**src/hw/rtl/cbm_pkg.sv**
```systemverilog
// Shared types, constants and helper functions for the clique boundary matrix builder.
// Used by cbm_ctrl and the clique_boundary_matrix_builder top level.
`default_nettype none

package cbm_pkg;

    localparam int MAX_ENTRIES = 4096;
    localparam int MAX_CLIQUE  = 5;
    localparam int VERTEX_BITS = 16;
    localparam int FACE_SLOTS  = 4;

    localparam int IN_W    = 16;
    localparam int ADDR_W  = $clog2(MAX_ENTRIES);
    localparam int CNT_W   = $clog2(MAX_ENTRIES + 1);
    localparam int FACE_W  = FACE_SLOTS * VERTEX_BITS;
    localparam int SIZE_W  = 3;
    localparam int ROW_W   = 13;
    localparam int COL_W   = 20;
    localparam int OP_W    = 2;

    localparam logic [COL_W-1:0]  COL_MAX      = {COL_W{1'b1}};
    localparam logic [SIZE_W-1:0] SIZE_MIN     = SIZE_W'(2);
    localparam logic [SIZE_W-1:0] SIZE_MAX     = SIZE_W'(MAX_CLIQUE);
    localparam logic [SIZE_W-1:0] SIZE_RESET   = SIZE_W'(2);
    localparam logic [CNT_W-1:0]  ENTRIES_FULL = CNT_W'(MAX_ENTRIES);

    typedef enum logic [OP_W-1:0] {
        OP_CLEAR  = 2'd0,
        OP_APPEND = 2'd1,
        OP_QUERY  = 2'd2
    } op_t;

    typedef enum logic [2:0] {
        ST_IDLE,
        ST_STEP,
        ST_PROBE,
        ST_CHECK,
        ST_EMIT
    } state_t;

    typedef logic [VERTEX_BITS-1:0] vertex_t;
    typedef vertex_t [MAX_CLIQUE-1:0] vset_t;

    typedef struct packed {
        logic [ROW_W-1:0] row;
        logic [COL_W-1:0] col;
        logic             found;
        logic             last;
    } res_t;

    typedef struct packed {
        logic              we;
        logic [ADDR_W-1:0] waddr;
        logic [FACE_W-1:0] wdata;
        logic              re;
        logic [ADDR_W-1:0] raddr;
    } ram_req_t;

    // Clamp the written size into the supported range.
    function automatic logic [SIZE_W-1:0] eff_size(input logic [SIZE_W-1:0] s);
        logic [SIZE_W-1:0] r;
        r = s;
        if (r < SIZE_MIN) r = SIZE_MIN;
        if (r > SIZE_MAX) r = SIZE_MAX;
        return r;
    endfunction

    // Face of n vertices with position d dropped, first vertex most significant,
    // unused low slots zero. Dropping position n-1 gives the plain n-1 prefix.
    function automatic logic [FACE_W-1:0] face_key(input vset_t v,
                                                   input logic [SIZE_W-1:0] n,
                                                   input logic [SIZE_W-1:0] d);
        logic [FACE_W-1:0] key;
        vertex_t           src;
        key = '0;
        for (int j = 0; j < FACE_SLOTS; j++) begin
            src = (SIZE_W'(j) < d) ? v[j] : v[j+1];
            if (SIZE_W'(j + 1) < n) begin
                key[FACE_W-1-j*VERTEX_BITS -: VERTEX_BITS] = src;
            end
        end
        return key;
    endfunction

endpackage

`default_nettype wire

```
**src/hw/rtl/cbm_ctrl.sv**
```systemverilog
// Command sequencer: clear, append and per-face lower-bound search over the face RAM.
// Depends on cbm_pkg.
`default_nettype none

module cbm_ctrl (
    input  wire logic                        clk,
    input  wire logic                        rst_n,
    input  wire logic                        cfg_we,
    input  wire logic [cbm_pkg::SIZE_W-1:0]  cfg_data,
    input  wire logic                        item_valid,
    output logic                             item_ready,
    input  wire logic [cbm_pkg::OP_W-1:0]    operation,
    input  wire cbm_pkg::vset_t              vertices,
    output cbm_pkg::ram_req_t                ram_req,
    input  wire logic [cbm_pkg::FACE_W-1:0]  ram_rdata,
    output logic                             res_valid,
    input  wire logic                        res_ready,
    output cbm_pkg::res_t                    res
);
    import cbm_pkg::*;

    state_t state_reg, state_next;

    logic [CNT_W-1:0]  entry_count_reg, entry_count_next;
    logic [COL_W-1:0]  column_reg, column_next;
    logic [SIZE_W-1:0] size_reg, size_next;

    vset_t             vset_reg, vset_next;
    logic [SIZE_W-1:0] n_reg, n_next;
    logic [SIZE_W-1:0] d_reg, d_next;
    logic [CNT_W-1:0]  first_reg, first_next;
    logic [CNT_W-1:0]  count_reg, count_next;
    logic [CNT_W-1:0]  idx_reg, idx_next;
    logic [CNT_W-1:0]  step_reg, step_next;
    logic [COL_W-1:0]  col_reg, col_next;
    logic              found_reg, found_next;

    logic              accept;
    logic              last_face;
    logic [CNT_W-1:0]  half;
    logic [CNT_W-1:0]  probe_idx;
    logic [FACE_W-1:0] key;
    logic [SIZE_W-1:0] n_eff;

    assign accept    = item_valid && item_ready;
    assign half      = count_reg >> 1;
    assign probe_idx = first_reg + half;
    assign key       = face_key(vset_reg, n_reg, d_reg);
    assign n_eff     = eff_size(size_reg);
    assign last_face = (d_reg == n_reg - SIZE_W'(1));

    // Next state
    always_comb
    begin
        state_next = state_reg;
        case (state_reg)
            ST_IDLE:
            begin
                if (accept && operation == OP_QUERY) state_next = ST_STEP;
            end
            ST_STEP:
            begin
                if (count_reg != '0) state_next = ST_PROBE;
                else if (first_reg < entry_count_reg) state_next = ST_CHECK;
                else state_next = ST_EMIT;
            end
            ST_PROBE: state_next = ST_STEP;
            ST_CHECK: state_next = ST_EMIT;
            ST_EMIT:
            begin
                if (res_ready) state_next = last_face ? ST_IDLE : ST_STEP;
            end
            default: state_next = ST_IDLE;
        endcase
    end

    // Outputs
    always_comb
    begin
        item_ready    = (state_reg == ST_IDLE);
        res_valid     = (state_reg == ST_EMIT);
        ram_req.we    = accept && operation == OP_APPEND && entry_count_reg < ENTRIES_FULL;
        ram_req.waddr = entry_count_reg[ADDR_W-1:0];
        // append packs the first n-1 vertices: drop the last position
        ram_req.wdata = face_key(vertices, n_eff, n_eff - SIZE_W'(1));
        ram_req.re    = 1'b0;
        ram_req.raddr = probe_idx[ADDR_W-1:0];
        case (state_reg)
            ST_STEP:
            begin
                ram_req.re = 1'b1;
                if (count_reg == '0) ram_req.raddr = first_reg[ADDR_W-1:0];
            end
            default: ;
        endcase
        res.row   = ROW_W'(first_reg);
        res.col   = col_reg;
        res.found = found_reg;
        res.last  = last_face;
    end

    // Datapath
    always_comb
    begin
        entry_count_next = entry_count_reg;
        column_next      = column_reg;
        size_next        = cfg_we ? cfg_data : size_reg;
        vset_next        = vset_reg;
        n_next           = n_reg;
        d_next           = d_reg;
        first_next       = first_reg;
        count_next       = count_reg;
        idx_next         = idx_reg;
        step_next        = step_reg;
        col_next         = col_reg;
        found_next       = found_reg;
        case (state_reg)
            ST_IDLE:
            begin
                if (accept)
                begin
                    case (operation)
                        OP_CLEAR:
                        begin
                            entry_count_next = '0;
                            column_next      = '0;
                        end
                        OP_APPEND:
                        begin
                            if (entry_count_reg < ENTRIES_FULL)
                                entry_count_next = entry_count_reg + CNT_W'(1);
                        end
                        OP_QUERY:
                        begin
                            vset_next  = vertices;
                            n_next     = n_eff;
                            d_next     = '0;
                            first_next = '0;
                            count_next = entry_count_reg;
                            col_next   = column_reg;
                            if (column_reg != COL_MAX) column_next = column_reg + COL_W'(1);
                        end
                        default: ;
                    endcase
                end
            end
            ST_STEP:
            begin
                idx_next   = probe_idx;
                step_next  = half;
                found_next = 1'b0;
            end
            ST_PROBE:
            begin
                if (ram_rdata < key)
                begin
                    first_next = idx_reg + CNT_W'(1);
                    count_next = count_reg - step_reg - CNT_W'(1);
                end
                else
                begin
                    count_next = step_reg;
                end
            end
            ST_CHECK: found_next = (ram_rdata == key);
            ST_EMIT:
            begin
                if (res_ready && !last_face)
                begin
                    d_next     = d_reg + SIZE_W'(1);
                    first_next = '0;
                    count_next = entry_count_reg;
                end
            end
            default: ;
        endcase
    end

    always_ff @(posedge clk or negedge rst_n)
    begin
        if (!rst_n)
        begin
            state_reg       <= ST_IDLE;
            entry_count_reg <= '0;
            column_reg      <= '0;
            size_reg        <= SIZE_RESET;
        end
        else
        begin
            state_reg       <= state_next;
            entry_count_reg <= entry_count_next;
            column_reg      <= column_next;
            size_reg        <= size_next;
        end
    end

    always_ff @(posedge clk)
    begin
        vset_reg  <= vset_next;
        n_reg     <= n_next;
        d_reg     <= d_next;
        first_reg <= first_next;
        count_reg <= count_next;
        idx_reg   <= idx_next;
        step_reg  <= step_next;
        col_reg   <= col_next;
        found_reg <= found_next;
    end

endmodule

`default_nettype wire

```
**config.mk**
```make
export PLATFORM = sky130hd
export DESIGN_NAME = cbm_ctrl
export DESIGN_NICKNAME = d
export VERILOG_FILES = /design/src/hw/rtl/cbm_pkg.sv /design/src/hw/rtl/cbm_ctrl.sv
export SDC_FILE = /design/constraint.sdc
export NUM_CORES = 1
export LEC_CHECK = 0
export BUFFER_PORTS_ARGS = -buffer_cell sky130_fd_sc_hd__buf_2
export CORE_MARGIN = 10
export CORE_UTILIZATION = 55
export DETAILED_ROUTE_END_ITERATION = 6
export GPL_TIMING_DRIVEN = 0
export PLACE_DENSITY = 0.85
export SETUP_SLACK_MARGIN = 0.4
export SKIP_CTS_REPAIR_TIMING = 1
export SYNTH_ARGS = -nofsm -noshare
export SYNTH_HDL_FRONTEND = slang
export SYNTH_SLANG_ARGS = --single-unit
export TNS_END_PERCENT = 30
```
**constraint.sdc**
```tcl
create_clock -name clk -period 13.1 [get_ports clk]
set_input_delay 1.965 -clock clk [delete_from_list [all_inputs] [get_ports clk]]
set_output_delay 1.965 -clock clk [all_outputs]
set_load 0.02 [all_outputs]
```
# After elaboration in Yosys (flattened, before gate mapping)
# Index checks and enable logic that the tools add are counted.
[totals]
out_inout_bits = 127
wordCells = 131
regBits = 197
input_bits = 154
[op_classes]
n_lt_le_gt_ge = 21
n_eq_ne = 17
n_reduce_logical = 22
n_addsub = 9
mux = 45
[ops]
columns = ["operator", "count"]
rows = [
  ["$mux 16", 16],
  ["$mux 13", 10],
  ["$pmux 13 s3", 2],
  ["$eq 64x64->1", 1],
  ["$lt 64x64->1", 1],
  ["$pmux 20 s2", 1],
  ["$mux 3", 9],
  ["$add 13x1->13 const B", 2],
  ["$pmux 13 s2", 1],
  ["$lt 2x3->1 const A", 8],
  ["$add 20x1->20 const B", 1],
  ["$mux 20", 1],
  ["$ne 20x20->1 const B", 1],
  ["$lt 1x3->1 const A", 6],
  ["$reduce_and 4->1", 4],
  ["$pmux 3 s5", 1],
  ["$ne 2x1->1 const B", 7],
  ["$add 13x12->13", 1],
  ["$logic_not 13->1", 1],
  ["$lt 13x13->1", 1],
  ["$lt 13x13->1 const B", 1],
  ["$reduce_bool 13->1", 1],
  ["$sub 13x1->13 const B", 1],
  ["$sub 13x12->13", 1],
  ["other kinds (25)", 35],
]

# Depth between registers and ports, before layout
[depth]
depth_word = 8
depth_mapped = 14
depth_no_buf = 11

# Worst setup path after synthesis
# OpenSTA, ideal clock, no wires.
[synth_timing]
kind = "input-to-reg"
from = "in item_valid"
to = "reg column_reg[0]"
setup_time_ps = 100
slack_ps = 2222
cell_stages = 3
required_time_ps = 13000
n_path_buf = 0
t_arrival_ps = 10778
path_cell_list = "or4b_4 > nor3b_1 > a31o_2"
[synth_between]
elab_chain_cells = 2
[synth_lines]
columns = ["item", "line", "rtl"]
rows = [
  ["start: declaration", "cbm_ctrl.sv:10", "input wire logic item_valid,"],
  ["$logic_and 1x1->1", "cbm_ctrl.sv:45", "assign accept = item_valid && item_ready;"],
  ["$reduce_and 4->1 (no source line)", "--", ""],
  ["end signal: assignment", "cbm_ctrl.sv:192", "column_reg <= column_next;"],
  ["end: declaration", "cbm_ctrl.sv:25", "logic [COL_W-1:0] column_reg, column_next;"],
]
# No other way between the ends.
# A chain may end at the register's enable or synchronous reset.

==> run summary <==
- 20.6% — Synth-to-Final Area Change
- 34.0% — share of power burned in registers
- 6.49 nW — Lkg Pwr
- 11,140 ps — data required time of the critical path
- first_reg[9] — Reg2Reg Capture Point
- 197 — number of flip-flops and latches in the synthesized netlist
- 927 — iteration-0 DRC count of the detailed router
- 61,300 um — global-route wire length before repair
- 0 — final global-route overflow total
- 90 ps — clock transition at the registers of the reported paths
- 0 — Detail Route Antenna Nets
- 27.3% — all-layer global routing usage
- 12.2 ps — Worst Skew
- 39,900 um — routed wire length
- 29,100 sq um — DIE AREA
- 0 — number of remaining DRC errors
- 281 — I/O pin count
- 4 — Max H-tree Level
- column_reg[6] — beginning of the worst hold path
- 1,766 — Post-layout nets
- 1,455 — Net Count, Synth
- 1,193 — Post-Synthesis Cells
- 165 MHz — upper clock frequency limit
- 0 ps — sum of negative setup slack
- sky130_fd_sc_hd__buf_2 — commonest non-fill, non-tap cell in the layout
- 192 nW/um^2 — power per cell area
- col_reg[6] — Hold Path Sink
- 6 — number of search-and-repair iterations in the first detailed-routing pass
- 0 — final setup fails
- 31,800 um — HPWL after detailed placement
- 0 — number of max-cap violations
- 15,000 sq um — final instance area
- 980 ps — Worst Tran Pin Value
- 80 — number of flip-flops under the largest register name
- false — RSZ-0062 raised after global routing
- 22,000 sq um — Core Region
- sky130_fd_sc_hd__edfxtp_1 — most instantiated flip-flop cell in the synthesis netlist
- reg -> out — type of the worst setup path
- 11,091 — via count of the first global-routing pass
- 54 — placement row count
- output port — endpoint class of the critical path
- complete, no violations — outcome
- 22.2 um — average wire per cell in the routed design
- 10,785 — via count
- 500 ps — worst hold slack after final layout
- 46.4% — combinational share of power
- reg -> reg — type of the tightest min-delay check
- 19.8% — async set or reset register ratio after synthesis
- 1.22 mW — Net Switching
- 1.66 mW — Cell Int Power
- 170 um — die outline width
- 67 — Distinct cells, synth
- 8090 ps — worst-case register-to-register setup slack
- 1,765 — # placed instances
- 14,400 sq um — area of placed instances
- 68.2% — final design utilization
- 0 — Worst Hold Depth
- 14 — cell depth of the worst flop-to-flop path
- built — clock tree from TritonCTS
- 6040 ps — min cycle time layout
- 5.99 — detailed-route vias per instance
- 30.3% — share of final-layout standard cells stronger than drive strength 1
- 17 — Num CTS Buffers
- 12,400 sq um — summed instance area of the synthesized netlist
- 0 — number of hold violations in the final report
- 450 ps — worst-skew pair later-pin latency
- 2 — Clock Path Buffers
- 10.4 sq um — synthesized area divided by synthesized cell count
- 34.2% — Relative slew margins
- 40 — pin count of the biggest net entering global routing
- 280 — number of input and output port buffers inserted
- 0.955 — routability congestion estimate
- 284 x sky130_fd_sc_hd__buf_2, 187 x sky130_fd_sc_hd__nand2_1, 158 x sky130_fd_sc_hd__edfxtp_1 — most frequent cells in the layout
- 19.7% — Clk pwr share
- 197 — Clock Sink Count
- 4080 ps — data arrival time of the critical path
- 0 — warnings from Yosys
- 42.3% — switching share of power
- sky130_fd_sc_hd__clkbuf_16 — library cell used as clock root buffer
- 1,800 — Post-Layout Cell Count
- 46.1% — part of the cycle the worst path needs
- 158 — count of flip-flops with a built-in enable after synthesis
- 56.5% — initial core utilization
- 0 — Max Slew Vio Count
- 2 — initial antenna violation count
- 46.0% — register area share after synthesis
- flip-flop — crit start category
- 170 um — height of the die
- 0.000220 V — worst voltage drop across the vdd grid
- 10 — maximum fanout encountered on the critical timing path
- d_reg[2] — start of the worst register-to-register path
how the worst max path moves through the flow:
stage	to	cells after the start	slack (ps)	startpoint
6_report	ram_req[68]	10	7060	size_reg[1]
3_5_place_dp	ram_req[68]	10	7480	size_reg[1]
2_1_floorplan	column_reg[0]	3	2220	item_valid
3_3_place_gp	column_reg[0]	4	-1100	item_valid
4_1_cts	ram_req[68]	10	6990	size_reg[1]
5_1_grt	ram_req[68]	11	6670	size_reg[2]
power by group through the flow:
stage,Sequential [mW],Clock (mW),Combinational (mW)
floorplan,0.974,0,0.907
global placement,0.992,0,1.24
detailed placement,0.985,0,1.31
CTS,0.973,0.569,1.33
global route,0.993,0.594,1.46
finish,0.979,0.567,1.34
cell families after synthesis:
family,count (synthesis),share of synthesized area [%]
AO/OA/AOI/OAI,198,9.85
XOR/XNOR,56,3.94
adder cells (fa/ha/maj),109,11.1
buffers and inverters,107,3.81
flip-flops,197,46.0
multiplexers,110,9.78
AND/OR/NAND/NOR,416,15.6
through the flow:
step	total power, mW	setup WS [ps]
CTS	2.87	6990
finish	2.88	7060
global placement	2.24	-1100
detailed placement	2.29	7480
global route	3.05	6670
floorplan	1.88	2220
metal layers:
layer,track usage (%),share of wire [%]
met1,30.6,37
met3,6.92,8.6
met2,47.9,50
met5,0,0.033
met4,12.1,4.1
Yosys cell counts (6+ instances only):
library cell | count | area share [%]
sky130_fd_sc_hd__mux2_2 | 93 | 8.4
sky130_fd_sc_hd__and3_1 | 6 | 0.30
sky130_fd_sc_hd__nand2_1 | 187 | 5.6
sky130_fd_sc_hd__xor2_1 | 19 | 1.3
sky130_fd_sc_hd__inv_1 | 49 | 1.5
sky130_fd_sc_hd__edfxtp_1 | 158 | 38
sky130_fd_sc_hd__nor2b_1 | 6 | 0.30
sky130_fd_sc_hd__dfrtp_1 | 38 | 7.6
sky130_fd_sc_hd__nand2b_1 | 6 | 0.30
sky130_fd_sc_hd__nand3_1 | 32 | 1.3
sky130_fd_sc_hd__nor2_1 | 81 | 2.4
sky130_fd_sc_hd__and2_1 | 6 | 0.30
sky130_fd_sc_hd__o211ai_1 | 18 | 1.1
sky130_fd_sc_hd__a21o_1 | 13 | 0.78
sky130_fd_sc_hd__clkbuf_1 | 36 | 1.1
sky130_fd_sc_hd__or2_2 | 6 | 0.30
sky130_fd_sc_hd__nor4_1 | 8 | 0.40
sky130_fd_sc_hd__nor3_1 | 21 | 0.84
sky130_fd_sc_hd__o21ai_0 | 32 | 1.3
sky130_fd_sc_hd__ha_1 | 106 | 11
sky130_fd_sc_hd__nand4_1 | 31 | 1.6
sky130_fd_sc_hd__a21oi_1 | 87 | 3.5
sky130_fd_sc_hd__or3_1 | 7 | 0.35
sky130_fd_sc_hd__xnor2_1 | 37 | 2.6
sky130_fd_sc_hd__mux2i_1 | 17 | 1.4
sky130_fd_sc_hd__o21bai_1 | 6 | 0.36
sky130_fd_sc_hd__buf_4 | 14 | 0.84
area by class of cell:
class / instances / area (sq um)
fillers: 1681 / 7010
multi-input cells: 889 / 6270
flip-flops and latches: 197 / 5720
repair buffers: 292 / 1540
clock buffers: 17 / 425
well taps: 280 / 350
plain buffers: 57 / 287
clock inverters: 15 / 226
inverters: 50 / 188
diodes: 3 / 7.51
critical path, cell delays in order, from the launching register on:
cell	delay [ps]
sky130_fd_sc_hd__dfstp_2	560
sky130_fd_sc_hd__maj3_1	300
sky130_fd_sc_hd__inv_1	70
sky130_fd_sc_hd__ha_1	210
sky130_fd_sc_hd__xnor2_1	680
sky130_fd_sc_hd__and2_1	220
sky130_fd_sc_hd__clkbuf_1	370
sky130_fd_sc_hd__nand2_1	310
sky130_fd_sc_hd__clkbuf_1	360
sky130_fd_sc_hd__mux2_2	370
sky130_fd_sc_hd__buf_2	170
Note: power is estimated with default switching activity, not from simulation.
